**config.mk**
```make
export PLATFORM = sky130hd
export DESIGN_NAME = bmhq_ctrl
export DESIGN_NICKNAME = d
export VERILOG_FILES = /design/src/design/bmhq_pkg.sv /design/src/design/bmhq_ctrl.sv
export SDC_FILE = /design/constraint.sdc
export NUM_CORES = 1
export LEC_CHECK = 0
export ABC_CLOCK_PERIOD_IN_PS = 1400
export BUFFER_PORTS_ARGS = -buffer_cell sky130_fd_sc_hd__buf_2
export CORE_AREA = 2 2 39 41
export DETAILED_ROUTE_END_ITERATION = 12
export DIE_AREA = 0 0 41 43
export GPL_ROUTABILITY_DRIVEN = 0
export PLACE_DENSITY = 0.57
export SYNTH_ARGS = -nofsm -noshare
export SYNTH_HDL_FRONTEND = slang
export SYNTH_SLANG_ARGS = --single-unit
export TNS_END_PERCENT = 10
```
**constraint.sdc**
```tcl
create_clock -name clock -period 1.4 [get_ports clock]
set_input_delay 0 -clock clock [delete_from_list [all_inputs] [get_ports clock]]
set_output_delay 0 -clock clock [all_outputs]
set_load 0.005 [all_outputs]
```
**src/design/bmhq_pkg.sv**
```systemverilog
// ----------------------------------------------------------------------------
// bmhq_pkg
// Shared types and codes for the binary max-heap priority queue: entry
// layout, operation and status codes, controller command and status groups.
// ----------------------------------------------------------------------------
package bmhq_pkg;

   localparam int CAPACITY_DEF = 64;
   localparam int KEY_W        = 32;
   localparam int PAY_W        = 32;
   localparam int OP_W         = 2;
   localparam int ST_W         = 2;

   localparam logic [OP_W-1:0] OP_INSERT = 2'd0;
   localparam logic [OP_W-1:0] OP_DELETE = 2'd1;
   localparam logic [OP_W-1:0] OP_PEEK   = 2'd2;

   localparam logic [ST_W-1:0] ST_OK    = 2'd0;
   localparam logic [ST_W-1:0] ST_EMPTY = 2'd1;
   localparam logic [ST_W-1:0] ST_FULL  = 2'd2;

   typedef struct packed {
      logic [KEY_W-1:0] key;
      logic [PAY_W-1:0] payload;
   } entry_type;

   // controller to datapath
   typedef struct packed {
      logic load_req;     // latch request beat
      logic stage_init;   // set result defaults and status code
      logic start_ins;    // hole at end of heap, count up
      logic rd_parent;    // read parent of hole on port a
      logic up_move;      // parent moves down into hole
      logic rd_root_last; // read root on port a, last entry on port b
      logic capture_root; // root goes to result
      logic start_del;    // last entry becomes sift item, hole at root
      logic rd_children;  // read children of hole on ports a and b
      logic dn_move;      // larger child moves up into hole
      logic write_cur;    // sift item lands in hole
      logic rsp_load;     // result to output register
   } cmd_type;

   // datapath to controller
   typedef struct packed {
      logic is_ins;
      logic is_del;
      logic is_peek;
      logic empty;
      logic full;
      logic at_root;
      logic no_left;
      logic up_swap;
      logic dn_stop;
   } sts_type;

endpackage

```
**src/design/bmhq_ctrl.sv**
```systemverilog
// ----------------------------------------------------------------------------
// bmhq_ctrl
// Sequencer for the heap queue: decodes each request, walks the sift-up or
// sift-down loop level by level (read, compare) and hands off the result beat.
// ----------------------------------------------------------------------------
module bmhq_ctrl
   import bmhq_pkg::*;
(
   input  logic    clock,
   input  logic    reset,
   input  logic    req_valid,
   output logic    req_stall,
   output logic    rsp_valid,
   input  logic    rsp_stall,
   output cmd_type cmd,
   input  sts_type sts
);

   localparam logic [2:0] S_IDLE   = 3'd0;
   localparam logic [2:0] S_DECODE = 3'd1;
   localparam logic [2:0] S_UP_CHK = 3'd2;
   localparam logic [2:0] S_UP_CMP = 3'd3;
   localparam logic [2:0] S_ROOT   = 3'd4;
   localparam logic [2:0] S_DN_CHK = 3'd5;
   localparam logic [2:0] S_DN_CMP = 3'd6;
   localparam logic [2:0] S_FINISH = 3'd7;

   logic [2:0] state_ff, state_in;
   logic       rsp_valid_ff, rsp_valid_in;
   logic       rsp_busy;

   assign rsp_busy  = rsp_valid_ff && rsp_stall;
   assign req_stall = (state_ff != S_IDLE);
   assign rsp_valid = rsp_valid_ff;

   always_comb begin
      cmd      = '0;
      state_in = state_ff;
      case (state_ff)
         S_IDLE: begin
            if (req_valid) begin
               cmd.load_req = 1'b1;
               state_in     = S_DECODE;
            end
         end
         S_DECODE: begin
            cmd.stage_init   = 1'b1;
            cmd.rd_root_last = 1'b1;
            if (sts.is_ins && !sts.full) begin
               cmd.start_ins = 1'b1;
               state_in      = S_UP_CHK;
            end else if ((sts.is_del || sts.is_peek) && !sts.empty) begin
               state_in = S_ROOT;
            end else begin
               state_in = S_FINISH;
            end
         end
         S_UP_CHK: begin
            if (sts.at_root) begin
               cmd.write_cur = 1'b1;
               state_in      = S_FINISH;
            end else begin
               cmd.rd_parent = 1'b1;
               state_in      = S_UP_CMP;
            end
         end
         S_UP_CMP: begin
            if (sts.up_swap) begin
               cmd.up_move = 1'b1;
               state_in    = S_UP_CHK;
            end else begin
               cmd.write_cur = 1'b1;
               state_in      = S_FINISH;
            end
         end
         S_ROOT: begin
            cmd.capture_root = 1'b1;
            if (sts.is_del) begin
               cmd.start_del = 1'b1;
               state_in      = S_DN_CHK;
            end else begin
               state_in = S_FINISH;
            end
         end
         S_DN_CHK: begin
            if (sts.no_left) begin
               cmd.write_cur = 1'b1;
               state_in      = S_FINISH;
            end else begin
               cmd.rd_children = 1'b1;
               state_in        = S_DN_CMP;
            end
         end
         S_DN_CMP: begin
            if (sts.dn_stop) begin
               cmd.write_cur = 1'b1;
               state_in      = S_FINISH;
            end else begin
               cmd.dn_move = 1'b1;
               state_in    = S_DN_CHK;
            end
         end
         S_FINISH: begin
            if (!rsp_busy) begin
               cmd.rsp_load = 1'b1;
               state_in     = S_IDLE;
            end
         end
         default: begin
            state_in = S_IDLE;
         end
      endcase
   end

   assign rsp_valid_in = rsp_busy || cmd.rsp_load;

   always_ff @(posedge clock) begin
      if (reset) begin
         state_ff     <= S_IDLE;
         rsp_valid_ff <= 1'b0;
      end else begin
         state_ff     <= state_in;
         rsp_valid_ff <= rsp_valid_in;
      end
   end

endmodule

```
======== After elaboration in Yosys (flattened, before gate mapping) ========
Cells that the tools add are included.
word-level totals
  register bits ........................... 4
  input port bits ......................... 13
  output and inout port bits .............. 14
  logic and storage cells ................. 53
cells by class
  equality and inequality tests ........... 9
  muxes and demuxes ....................... 32
  reductions and logical operators ........ 10
operator list
  operator              number
  $pmux W3 S8           1
  $mux W1               20
  $mux W3               5
  $eq A3 B3 Y1 const B  4
  $mux W2               5
  $eq A3 B2 Y1 const B  2
  $ne A2 B2 Y1 const B  2
  $pmux W1 S4           1
  $eq A3 B1 Y1 const B  1
  $logic_and A1 B1 Y1   3
  $logic_not A3 Y1      1
  $reduce_bool A3 Y1    1
  $logic_not A1 Y1      2
  $logic_or A1 B1 Y1    2
  $reduce_and A2 Y1     1

======== Longest topological paths before layout ========
Gate-level depths: netlist of the first run.
  word-level depth ........................ 5
  depth in mapped cells ................... 4
  depth with buffers taken out ............ 3

======== Least setup slack after synthesis of the first run ========
OpenSTA, ideal clock, no wires.
  path type ............................... register -> register
  start ................................... reg state_ff[1]
  end ..................................... reg state_ff[0]
  arrival ................................. 0.937 ns
  data required time ...................... 1.270 ns
  setup slack ............................. 0.333 ns
  stages on the path, launching flop included .. 5
  period minus slack after synthesis ...... 1.067 ns
  cells stage by stage .................... dfxtp_1 -> buf_6 -> or3_4 -> o21bai_2 -> a31oi_1
between the ends
  cells in the longest elaborated chain, start to end .. 3
RTL lines
  element                                           RTL line          text
  start: declaration                                bmhq_ctrl.sv:28   logic [2:0] state_ff, state_in;
  start signal: assignment                          bmhq_ctrl.sv:122  state_ff <= state_in;
  $eq A3 B3 Y1 or $logic_not A3 Y1 (tied branches)  bmhq_ctrl.sv:39   case (state_ff)
  $ne A2 B2 Y1 (no source line)                     -
  $reduce_and A2 Y1 (no source line)                -
Parallel ways exist; a longest one is shown, timed or not.
A chain may end at the register's enable or synchronous reset.

==> results of run 1 <==
## worst min-delay path, stage by stage
cell,delay (ns)
buf_2,0.11
nand2_1,0.09
a21oi_1,0.07
## synth_stat cells (2+ instances only)
| library cell | count |
|---|---|
| nand2_1 | 3 |
| o211ai_1 | 2 |
| dfxtp_1 | 4 |
| nor2b_1 | 3 |
| nand3_1 | 2 |
| a21oi_1 | 2 |
| a31oi_1 | 2 |
| o21ai_0 | 2 |
| nor2_1 | 3 |
| and3_1 | 2 |
| nand2b_1 | 2 |
| nor3_1 | 4 |
| buf_6 | 3 |
| inv_1 | 2 |
## per-stage QoR
| stage | instances | util | power [mW] | cell area (sq um) |
|---|---|---|---|---|
| after floorplan | 51 | - | 0.5361 | 394.1 |
| after global placement | 89 | 0.3635 | 0.6127 | 503.0 |
| after detailed placement | 89 | 0.3635 | 0.6141 | 503.0 |
| after CTS | 93 | 0.3897 | 0.7797 | 539.3 |
| after global routing | 93 | 0.3897 | 0.8535 | 539.3 |
| final | 93 | 0.3897 | 0.7740 | 539.3 |
## power by group through the flow
stage                     Clock (mW)  Combinational (mW)  Sequential (mW)
after floorplan                    0               0.360            0.176
after global placement             0               0.374            0.239
after detailed placement           0               0.372            0.242
after CTS                      0.155               0.376            0.249
after global routing           0.168               0.425            0.261
final                          0.149               0.375            0.251
## routing by layer
layer	global-route usage	up-vias	wire length (um)	share of wire
met5	0	-	0	0
met4	0.1000	0	14	0.013
met3	0.03141	2	84	0.078
met2	0.1875	27	483	0.45
met1	0.1935	211	496	0.46
li1	-	242	-	-
## kinds of logic after synthesis
family | count (synthesis) | synth area share
buffers and inverters | 6 | 0.1238
and+or+nand+nor | 25 | 0.3715
muxes | 1 | 0.02540
AOI/OAI and AO/OA | 15 | 0.2762
DFF | 4 | 0.2032
## final timing paths
path / from / endpoint
setup / recovery: state_ff[1]$_SDFFE_PP0P_ / cmd[1]
hold reg to reg: rsp_valid$_SDFF_PP0_ / rsp_valid$_SDFF_PP0_
setup reg to reg: state_ff[2]$_SDFFE_PP0P_ / state_ff[0]$_SDFFE_PP0P_
hold / removal: rsp_stall / rsp_valid$_SDFF_PP0_
## area by class of cell
type	instances	area, sq um
fill	167	844.6
multi-input combinational	41	265.3
timing repair buffer	27	140.1
sequential	4	83.83
clock buffer	3	22.52
tap	16	20.02
inverter	2	7.507
## repair_timing
| item | in CTS | in global routing |
|---|---|---|
| hold buffers | 1 | 0 |
| resized for setup | 3 | 1 |
| endpoints found under the hold margin | 2 | 0 |
| setup endpoints to repair | 3 | 1 |
| cloned | 0 | 0 |
## state kept, by name, summed over array words and instances, names as in the netlist
name and cells:
state_ff 3, rsp_valid 1
==> results.tsv, run 1 <==
stage	metric	value	unit
logic_synthesis	top cell type by total area after synthesis	dfxtp_1	
layout	layout cells sized above 1	0.4675	
cts	total CTS buffers	3	
power_and_ir_drop	proportion of power drawn by combinational gates	0.484	
cts	CTS tree	yes	
critical_path	Required @ worst endpoint	1.40	ns
timing	setup slack after layout	0.1410	ns
layout	most common cell after layout, fill and taps aside	buf_2	
logic_synthesis	ranking of synthesized cells by area	dfxtp_1 20%, buf_6 8.6%, nor3_1 5.1%	
floorplanning	I/O pin total	27	
detailed_routing	DRC violation count after routing	0	
global_routing	All-Layer GR Usage	0.1417	
critical_path	CP Data Arrival Time	1.26	ns
cts	post-CTS setup buffer count	0	
power_and_ir_drop	maximum VDD drop	0.4484	mV
timing	max_slew headroom	0.8208	
critical_path	CP Capture Type	primary output	
global_routing	Overflow after GRT	0	
logic_synthesis	Post-Syn Nets	64	
critical_path	critical path class	reg -> out	
timing	fin crit period	1.259	ns
cts	worst-skew pair later-pin latency	0.24	ns
logic_synthesis	Cells after Synth	51	
floorplanning	Die Y-Extent	43	um
run	max cap viols	0	
logic_synthesis	syn avg cell area	7.728	sq um
power_and_ir_drop	NetSw	0.3235	mW
global_routing	vias in the first global route	415	
timing	Finish-stage setup viols	0	
timing	skew final	0.004528	ns
timing	final hold slack	0.08546	ns
logic_synthesis	Synth Warn #	0	
worst_hold_path	Hold Path Cell Cnt	3	
timing	Final Slew Violations	0	
placed_design	# port buffers	26	
floorplanning	Die ar.	1763	sq um
detailed_routing	routed length per instance	11.60	um
power_and_ir_drop	P_int	0.4506	mW
logic_synthesis	Post-synth ARST share	0	
timing	Fin. Hold Viols	0	
cts	H-tree depth	1	
critical_path	worst path buffer plus inverter count	1	
detailed_routing	Vias	482	
critical_path	cell chain of the critical path	and3b_2 > o21ai_1 > o31ai_1 > buf_2	
critical_path	CP delay by family, top	flip-flops	
power_and_ir_drop	leakage power	0.2591	nW
cts	Sink Count	4	
placed_design	dpl hpwl	823.9	um
detailed_routing	drt total wl	1079	um
power_and_ir_drop	Clk pwr share	0.192	
cts	clk buf depth	2	
floorplanning	Core Region	1384	sq um
global_routing	first-pass GRT wire length	1662	um
power_and_ir_drop	cell area power density	1435	nW/um^2
critical_path	Startpoint Class	register	
critical_path	r2r worst-path depth	3	
timing	Fin Setup TNS	0	ns
floorplanning	Chip Width	41	um
critical_path	Levels on crit path	4	
logic_synthesis	Synth top area share	0.2032	
layout	area grow syn2layout	36.83	%
critical_path	CP max-delay cell	dfxtp_2	
critical_path	worst-path maximum fanout	10	
detailed_routing	drt via density	5.183	
floorplanning	Starting Density	0.2848	
logic_synthesis	synth unique cells	29	
logic_synthesis	Post-synth EDFFs	0	
timing	RSZ-0062 raised after global routing	no	
logic_synthesis	Seq/Total Area, Yosys	0.2032	
timing	period utilization	0.8993	
worst_hold_path	Hold Path Class	in -> reg	
placed_design	pre-CTS setup slack	0.1626	ns
global_routing	largest net degree at the start of global routing	18	
layout	ANT cells	0	
critical_path	reg2reg setup slack	0.30	ns
detailed_routing	first-pass iteration count of the detailed router	4	
logic_synthesis	Synth Flop Type	dfxtp_1	
power_and_ir_drop	switch share	0.4179	
power_and_ir_drop	Seq pwr share	0.324	
critical_path	Crit path largest cell delay	0.39	ns
status	status	finished clean	
logic_synthesis	Synth Register Bits	4	
cts	Root Driver	clkbuf_4	
detailed_routing	ANT nets after route	0	
floorplanning	FP Rows	14	
layout	most frequent cells in the layout	26 x buf_2, 4 x nor3_1	
logic_synthesis	Cell Area, Synth	394.1	sq um
timing	worst slew pin tran	0.2647	ns
global_routing	initial antenna violation count	0	
detailed_routing	DRT iter0 DRCs	12	
timing	Fmax	0.7943	GHz
cts	Clock transition at path regs	0.04	ns
layout	Nets	92	
(Power assumes the default switching activity.)
==> run 2, diff against run 1 <==
--- a/config.mk
+++ b/config.mk
@@ -5,13 +5,14 @@
 export SDC_FILE = /design/constraint.sdc
 export NUM_CORES = 1
 export LEC_CHECK = 0
+export ABC_AREA = 1
 export ABC_CLOCK_PERIOD_IN_PS = 1400
 export BUFFER_PORTS_ARGS = -buffer_cell sky130_fd_sc_hd__buf_2
 export CORE_AREA = 2 2 39 41
 export DETAILED_ROUTE_END_ITERATION = 12
 export DIE_AREA = 0 0 41 43
 export GPL_ROUTABILITY_DRIVEN = 0
-export PLACE_DENSITY = 0.57
+export PLACE_DENSITY = 0.58
 export SYNTH_ARGS = -nofsm -noshare
 export SYNTH_HDL_FRONTEND = slang
 export SYNTH_SLANG_ARGS = --single-unit
==> run 2 against run 1 <==
Effect of this change: register-to-register slack gained 0.02 ns; combinational power grew 23%; critical path depth grew 1; worst hold slack lost 0.047 ns; maximum frequency grew 6.4%; sequential cell count is the same; routed wire length shrank 5.8%; first-iteration DRC count shrank 33%; area after synthesis grew 5.1%; sequential power grew 9.6%; synthesized cell count grew 39%; critical path type unchanged; critical endpoint is now cmd[0]; largest cell class unchanged; largest power group unchanged.
==> results.tsv, run 2 <==
stage	metric	value	unit	change
detailed_routing	drt via density	4.655		-10%
global_routing	initial antenna violation count	0		unchanged
cts	post-CTS setup buffer count	0		unchanged
global_routing	largest net degree at the start of global routing	11		-7
floorplanning	Core Region	1384	sq um	unchanged
detailed_routing	first-pass iteration count of the detailed router	4		unchanged
critical_path	critical path class	reg -> out		
logic_synthesis	top cell type by total area after synthesis	dfxtp_1		
detailed_routing	ANT nets after route	0		unchanged
critical_path	reg2reg setup slack	0.32	ns	+0.02 ns
floorplanning	Chip Width	41	um	unchanged
cts	Clock transition at path regs	0.04	ns	about the same
floorplanning	FP Rows	14		unchanged
detailed_routing	drt total wl	1016	um	-5.8%
logic_synthesis	syn avg cell area	5.833	sq um	-25%
critical_path	CP delay by family, top	flip-flops		
critical_path	worst path buffer plus inverter count	2		+1
global_routing	vias in the first global route	459		+11%
logic_synthesis	Synth Warn #	0		unchanged
critical_path	CP Data Arrival Time	1.18	ns	-0.08 ns
timing	setup slack after layout	0.2167	ns	+0.07569 ns
detailed_routing	routed length per instance	8.991	um	-23%
cts	H-tree depth	1		unchanged
detailed_routing	DRC violation count after routing	0		unchanged
detailed_routing	Vias	526		+9.1%
logic_synthesis	Post-synth EDFFs	0		unchanged
floorplanning	Starting Density	0.2993		+0.01447
layout	Nets	112		+22%
power_and_ir_drop	cell area power density	1559	nW/um^2	+8.6%
floorplanning	Die ar.	1763	sq um	unchanged
worst_hold_path	Hold Path Cell Cnt	3		unchanged
logic_synthesis	Synth Register Bits	4		unchanged
logic_synthesis	Post-synth ARST share	0		unchanged
timing	final hold slack	0.03882	ns	-0.04664 ns
logic_synthesis	Synth Flop Type	dfxtp_1		
logic_synthesis	Post-Syn Nets	84		+31%
timing	max_slew headroom	0.8550		+0.03429
global_routing	first-pass GRT wire length	1787	um	+7.5%
logic_synthesis	synth unique cells	17		-41%
timing	Fmax	0.8451	GHz	+6.4%
placed_design	DP Area	526.8	sq um	+4.7%
timing	Fin. Hold Viols	0		unchanged
cts	Sink Count	4		unchanged
global_routing	Overflow after GRT	0		unchanged
status	status	finished clean		
critical_path	worst-path maximum fanout	10		unchanged
critical_path	r2r startpoint	state_ff[1]$_SDFFE_PP0P_		
layout	most frequent cells in the layout	26 x buf_2, 18 x nand2_1, 11 x inv_1		
cts	clk buf depth	2		unchanged
critical_path	Required @ worst endpoint	1.40	ns	about the same
floorplanning	Die Y-Extent	43	um	unchanged
detailed_routing	DRT iter0 DRCs	8		-4
critical_path	CP max-delay cell	dfxtp_2		
critical_path	Crit path largest cell delay	0.44	ns	+0.05 ns
worst_hold_path	Hold Crit Start	rsp_stall		
layout	area grow syn2layout	35.95	%	
critical_path	Startpoint Class	register		
logic_synthesis	commonest cells in the netlist	18 x nand2_1, 11 x inv_1, 9 x nor2_1		
layout	Largest register FFs	3		unchanged
timing	Final Slew Violations	0		unchanged
placed_design	pre-CTS setup slack	0.1584	ns	-0.004147 ns
cts	CTS tree	yes		
logic_synthesis	Seq/Total Area, Yosys	0.1934		-0.009821
timing	Finish-stage setup viols	0		unchanged
layout	largest register by flop count	state_ff		
cts	total CTS buffers	3		unchanged
floorplanning	I/O pin total	27		unchanged
layout	most common cell after layout, fill and taps aside	buf_2		
timing	worst slew pin tran	0.2155	ns	-0.04923 ns
logic_synthesis	Cells after Synth	71		+39%
global_routing	All-Layer GR Usage	0.1487		+0.007035
critical_path	cell chain of the critical path	nand2_1 > nor2_2 > inv_1 > nor2_1 > buf_2		
timing	period utilization	0.8452		-0.05407
layout	layout cells sized above 1	0.4021		-0.06547
placed_design	dpl hpwl	854.1	um	+3.7%
worst_hold_path	Hold EP	rsp_valid$_SDFF_PP0_		
cts	worst-skew pair later-pin latency	0.23	ns	about the same
layout	post-route cell area	563.0	sq um	+4.4%
logic_synthesis	ranking of synthesized cells by area	dfxtp_1 19%, nand2_1 16%, inv_1 10%		
placed_design	# port buffers	26		unchanged
timing	Fin Setup TNS	0	ns	unchanged
logic_synthesis	Synth top area share	0.1934		-0.009821
run	max cap viols	0		unchanged
layout	ANT cells	0		unchanged
power_and_ir_drop	maximum VDD drop	0.7726	mV	+72%
timing	RSZ-0062 raised after global routing	no		
worst_hold_path	Hold Path Class	in -> reg		
power_and_ir_drop	leakage power	0.3512	nW	+36%
logic_synthesis	dominant cell by count in the synthesized netlist	nand2_1		
timing	skew final	0.0003087	ns	-0.004220 ns
critical_path	r2r endpoint	state_ff[0]$_SDFFE_PP0P_		
placed_design	placed insts	109		+22%
cts	Root Driver	clkbuf_4		
timing	fin crit period	1.183	ns	-0.07569 ns
critical_path	r2r worst-path depth	6		+3
layout	post-route insts no fill	113		+22%
critical_path	CP Capture Type	primary output		
logic_synthesis	Cell Area, Synth	414.1	sq um	+5.1%
run 2: timing repair:
item | in CTS | in global routing
endpoints found under the hold margin | 2 | 0
gates resized for setup | 0 | 3
hold buffers | 1 | 0
endpoints found under the setup margin | 0 | 2
run 2: tightest hold or removal path, delay by kind of cell:
| family | cells | cell delay, ns |
|---|---|---|
| AO/OA/AOI/OAI | 1 | 0.06 |
| buffers and inverters | 1 | 0.10 |
| AND/OR/NAND/NOR | 1 | 0.06 |
run 2: where the power goes:
| group | total (mW) | switching (mW) | internal, mW |
|---|---|---|---|
| sequential | 0.275 | 0.113 | 0.162 |
| combinational | 0.461 | 0.254 | 0.207 |
| clock | 0.142 | 0.0459 | 0.0958 |
run 2: cell families (layout without fill, tap and decap cells):
logic type / after synthesis / count (layout) / share of synthesized area
flip-flops: 4 / 4 / 0.1934
AND/OR/NAND/NOR: 46 / 46 / 0.5438
AO/OA/AOI/OAI: 2 / 2 / 0.02417
buffers and inverters: 19 / 45 / 0.2387
run 2: layout make-up:
cell class                 instances  area, sq um
sequential                         4        83.83
fill                             175        820.8
multi-input combinational         48        235.2
inverter                          15        61.31
clock buffer                       3        22.52
tap                               16        20.02
timing repair buffer              27        140.1
run 2: per-stage QoR:
stage | util | power, mW
final | 0.4069 | 0.8778
after global routing | 0.4069 | 0.9916
after CTS | 0.4042 | 0.8834
after detailed placement | 0.3807 | 0.7325
after global placement | 0.3807 | 0.7264
after floorplan | - | 0.6456
run 2: worst max path at each step:
| stage | start | cells past startpoint | end | slack [ns] |
|---|---|---|---|---|
| floorplan | state_ff[2]$_SDFFE_PP0P_ | 6 | state_ff[2]$_SDFFE_PP0P_ | 0.42 |
| global placement | state_ff[1]$_SDFFE_PP0P_ | 6 | state_ff[0]$_SDFFE_PP0P_ | 0.16 |
| detailed placement | state_ff[1]$_SDFFE_PP0P_ | 6 | state_ff[0]$_SDFFE_PP0P_ | 0.16 |
| CTS | state_ff[1]$_SDFFE_PP0P_ | 5 | cmd[0] | 0.05 |
| global route | state_ff[1]$_SDFFE_PP0P_ | 5 | cmd[0] | 0.13 |
| finish | state_ff[1]$_SDFFE_PP0P_ | 5 | cmd[0] | 0.22 |
run 2: routing by layer:
metal / global-route usage / vias up / wire length (um)
met5: 0 / - / 0
met4: 0.06000 / 0 / 6
met2: 0.2219 / 19 / 477
met3: 0.06283 / 2 / 86
li1: - / 282 / -
met1: 0.1806 / 223 / 445
==> run 3, diff against run 2 <==
--- a/config.mk
+++ b/config.mk
@@ -6,13 +6,13 @@
 export NUM_CORES = 1
 export LEC_CHECK = 0
 export ABC_AREA = 1
-export ABC_CLOCK_PERIOD_IN_PS = 1400
+export ABC_CLOCK_PERIOD_IN_PS = 1000
 export BUFFER_PORTS_ARGS = -buffer_cell sky130_fd_sc_hd__buf_2
 export CORE_AREA = 2 2 39 41
 export DETAILED_ROUTE_END_ITERATION = 12
 export DIE_AREA = 0 0 41 43
 export GPL_ROUTABILITY_DRIVEN = 0
-export PLACE_DENSITY = 0.58
+export PLACE_DENSITY = 0.6
 export SYNTH_ARGS = -nofsm -noshare
 export SYNTH_HDL_FRONTEND = slang
 export SYNTH_SLANG_ARGS = --single-unit
==> constraint.sdc (replaced) <==
create_clock -name clock -period 1 [get_ports clock]
set_input_delay 0 -clock clock [delete_from_list [all_inputs] [get_ports clock]]
set_output_delay 0 -clock clock [all_outputs]
set_load 0.005 [all_outputs]
==> run 3 against run 2 <==
Effect of this change: the flow now finishes with violations (setup timing); largest cell class unchanged; utilization is 10 points higher; via count is 6.3% higher; final cell count is 11% higher; critical endpoint is now cmd[6]; combinational power is 140% higher; clock power is 39% higher.
==> results.tsv, run 3 (synthesis results as in run 2) <==
stage	metric	value	unit	change
status	status	finished, violations left		
status	failing checks	setup timing		
detailed_routing	metal2 WL	621	um	+30%
timing	fin crit period	1.188	ns	
placed_design	dpl hpwl	978.8	um	+15%
power_and_ir_drop	Clk pwr share	0.119		-0.042
timing	Fin. Hold Viols	0		unchanged
layout	largest register by flop count	state_ff		
worst_hold_path	Hold Path Class	in -> reg		
timing	Final Slew Violations	0		unchanged
critical_path	Crit path largest cell delay	0.36	ns	-0.08 ns
global_routing	first-pass GRT wire length	1994	um	+12%
global_routing	largest net degree at the start of global routing	9		-2
timing	Finish-stage setup viols	15		+15
cts	total CTS buffers	3		unchanged
layout	post-route insts no fill	125		+11%
cts	worst-skew pair later-pin latency	0.23	ns	about the same
timing	skew final	0.004991	ns	+0.004683 ns
layout	ANT cells	0		unchanged
floorplanning	Starting Density	0.2993		unchanged
layout	most frequent cells in the layout	24 x buf_2, 15 x nand2_1, 11 x inv_1		
timing	period utilization	1.188		
detailed_routing	Vias	559		+6.3%
detailed_routing	uppermost routed layer	met4		
global_routing	All-Layer GR Usage	0.1606		+0.01190
layout	Nets	124		+11%
cts	CTS tree	yes		
layout	most common cell after layout, fill and taps aside	buf_2		
critical_path	critical path class	reg -> out		
detailed_routing	drt via density	4.472		-3.9%
power_and_ir_drop	NetSw	0.7002	mW	+70%
power_and_ir_drop	proportion of power drawn by combinational gates	0.668		+0.143
timing	worst slew pin tran	0.2089	ns	-0.006505 ns
placed_design	placed insts	119		+9.2%
global_routing	Overflow after GRT	0		unchanged
cts	Clock transition at path regs	0.04	ns	about the same
critical_path	Startpoint Class	register		
placed_design	pre-CTS setup slack	-0.1579	ns	-0.3163 ns
floorplanning	Die ar.	1763	sq um	unchanged
layout	Largest register FFs	3		unchanged
detailed_routing	Met1 Wirelength	540	um	+21%
detailed_routing	DRT iter0 DRCs	8		unchanged
timing	setup slack after layout	-0.1880	ns	-0.4047 ns
detailed_routing	first-pass iteration count of the detailed router	4		unchanged
timing	Fmax	0.8417	GHz	
critical_path	worst path buffer plus inverter count	3		+1
critical_path	Levels on crit path	4		-1
critical_path	CP max-delay cell	dfxtp_4		
timing	max_slew headroom	0.8594		+0.004377
detailed_routing	routed length per instance	9.792	um	+8.9%
worst_hold_path	Hold Path Cell Cnt	3		unchanged
critical_path	CP delay by family, top	flip-flops		
critical_path	r2r worst-path depth	7		+1
detailed_routing	DRC violation count after routing	0		unchanged
floorplanning	I/O pin total	27		unchanged
cts	Sink Count	4		unchanged
critical_path	worst-path maximum fanout	5		-5
critical_path	cell chain of the critical path	buf_6 > nor3_4 > buf_6 > buf_6		
cts	clk buf depth	2		unchanged
floorplanning	Core Region	1384	sq um	unchanged
cts	H-tree depth	1		unchanged
power_and_ir_drop	maximum VDD drop	1.324	mV	+71%
timing	RSZ-0062 raised after global routing	yes		
global_routing	initial antenna violation count	0		unchanged
critical_path	CP Data Arrival Time	1.19	ns	about the same
critical_path	Most common cell on crit path	buf_6		
detailed_routing	drt total wl	1224	um	+20%
layout	area grow syn2layout	70.39	%	
power_and_ir_drop	leakage power	0.4188	nW	+19%
power_and_ir_drop	Seq pwr share	0.213		-0.100
floorplanning	Die Y-Extent	43	um	unchanged
floorplanning	Chip Width	41	um	unchanged
cts	Root Driver	clkbuf_4		
power_and_ir_drop	cell area power density	2358	nW/um^2	+51%
power_and_ir_drop	P_int	0.9637	mW	+110%
critical_path	CP Capture Type	primary output		
global_routing	vias in the first global route	537		+17%
detailed_routing	DR WL met3	50	um	-42%
floorplanning	FP Rows	14		unchanged
run	max cap viols	0		unchanged
placed_design	# port buffers	26		unchanged
power_and_ir_drop	switch share	0.4208		-0.04913
detailed_routing	ANT nets after route	0		unchanged
critical_path	Required @ worst endpoint	1.00	ns	-0.40 ns
layout	layout cells sized above 1	0.5229		+0.1209
[run 3: cell count changes in the layout (fill, tap and decap cells not counted), sizes merged]
cell  previous run  this run
buf             26        38
[run 3: final timing paths]
| check | from | endpoint | slack, ns |
|---|---|---|---|
| min reg2reg | rsp_valid$_SDFF_PP0_ | rsp_valid$_SDFF_PP0_ | 0.49 |
| min | rsp_stall | rsp_valid$_SDFF_PP0_ | 0.04 |
| max reg2reg | state_ff[2]$_SDFFE_PP0P_ | state_ff[1]$_SDFFE_PP0P_ | -0.17 |
| max | state_ff[2]$_SDFFE_PP0P_ | cmd[6] | -0.19 |
[run 3: power groups by stage]
stage	Clock (mW)	Sequential [mW]	Combinational, mW
final	0.197	0.355	1.11
after global routing	0.214	0.368	1.24
after CTS	0.206	0.345	1.07
after detailed placement	0	0.314	0.928
after global placement	0	0.309	0.918
after floorplan	0	0.233	0.671
[run 3: final cells by class]
cell class | instances | area, sq um
clock buffers | 3 | 22.52
fillers | 153 | 678.2
flip-flops and latches | 4 | 91.34
multi-input cells | 48 | 256.5
inverters | 15 | 61.31
well taps | 16 | 20.02
repair buffers | 39 | 254.0
[run 3: worst min-delay path: cells and delay by family]
kind | cells | cell delay (ns)
buffers and inverters | 1 | 0.10
and+or+nand+nor | 1 | 0.06
AOI/OAI and AO/OA | 1 | 0.06
[run 3: stage by stage]
step,hold WS [ns],area [sq um],utilization,power (mW),setup TNS [ns]
global route,0.04849,705.7,0.5099,1.821,-2.860
detailed placement,0.2011,601.8,0.4349,1.242,-0.6957
CTS,0.02795,685.7,0.4955,1.617,-1.854
finish,0.03510,705.7,0.5099,1.664,-1.699
global placement,0.1979,601.8,0.4349,1.227,-0.4346
floorplan,0.03110,414.1,-,0.9038,0
[run 3: routing by layer]
| layer | vias up | global-route usage |
|---|---|---|
| li1 | 302 | - |
| met1 | 237 | 0.1768 |
| met2 | 18 | 0.2688 |
| met3 | 2 | 0.03665 |
| met4 | 0 | 0.08000 |
| met5 | - | 0 |
[run 3: repair_timing]
action / 4_1_cts / 5_1_grt
endpoints found under the hold margin: 2 / 0
setup endpoints to repair: 17 / 16
resized for setup: 11 / 6
hold buffers: 1 / 0
pin swaps: 1 / 3
setup buffers: 2 / 0
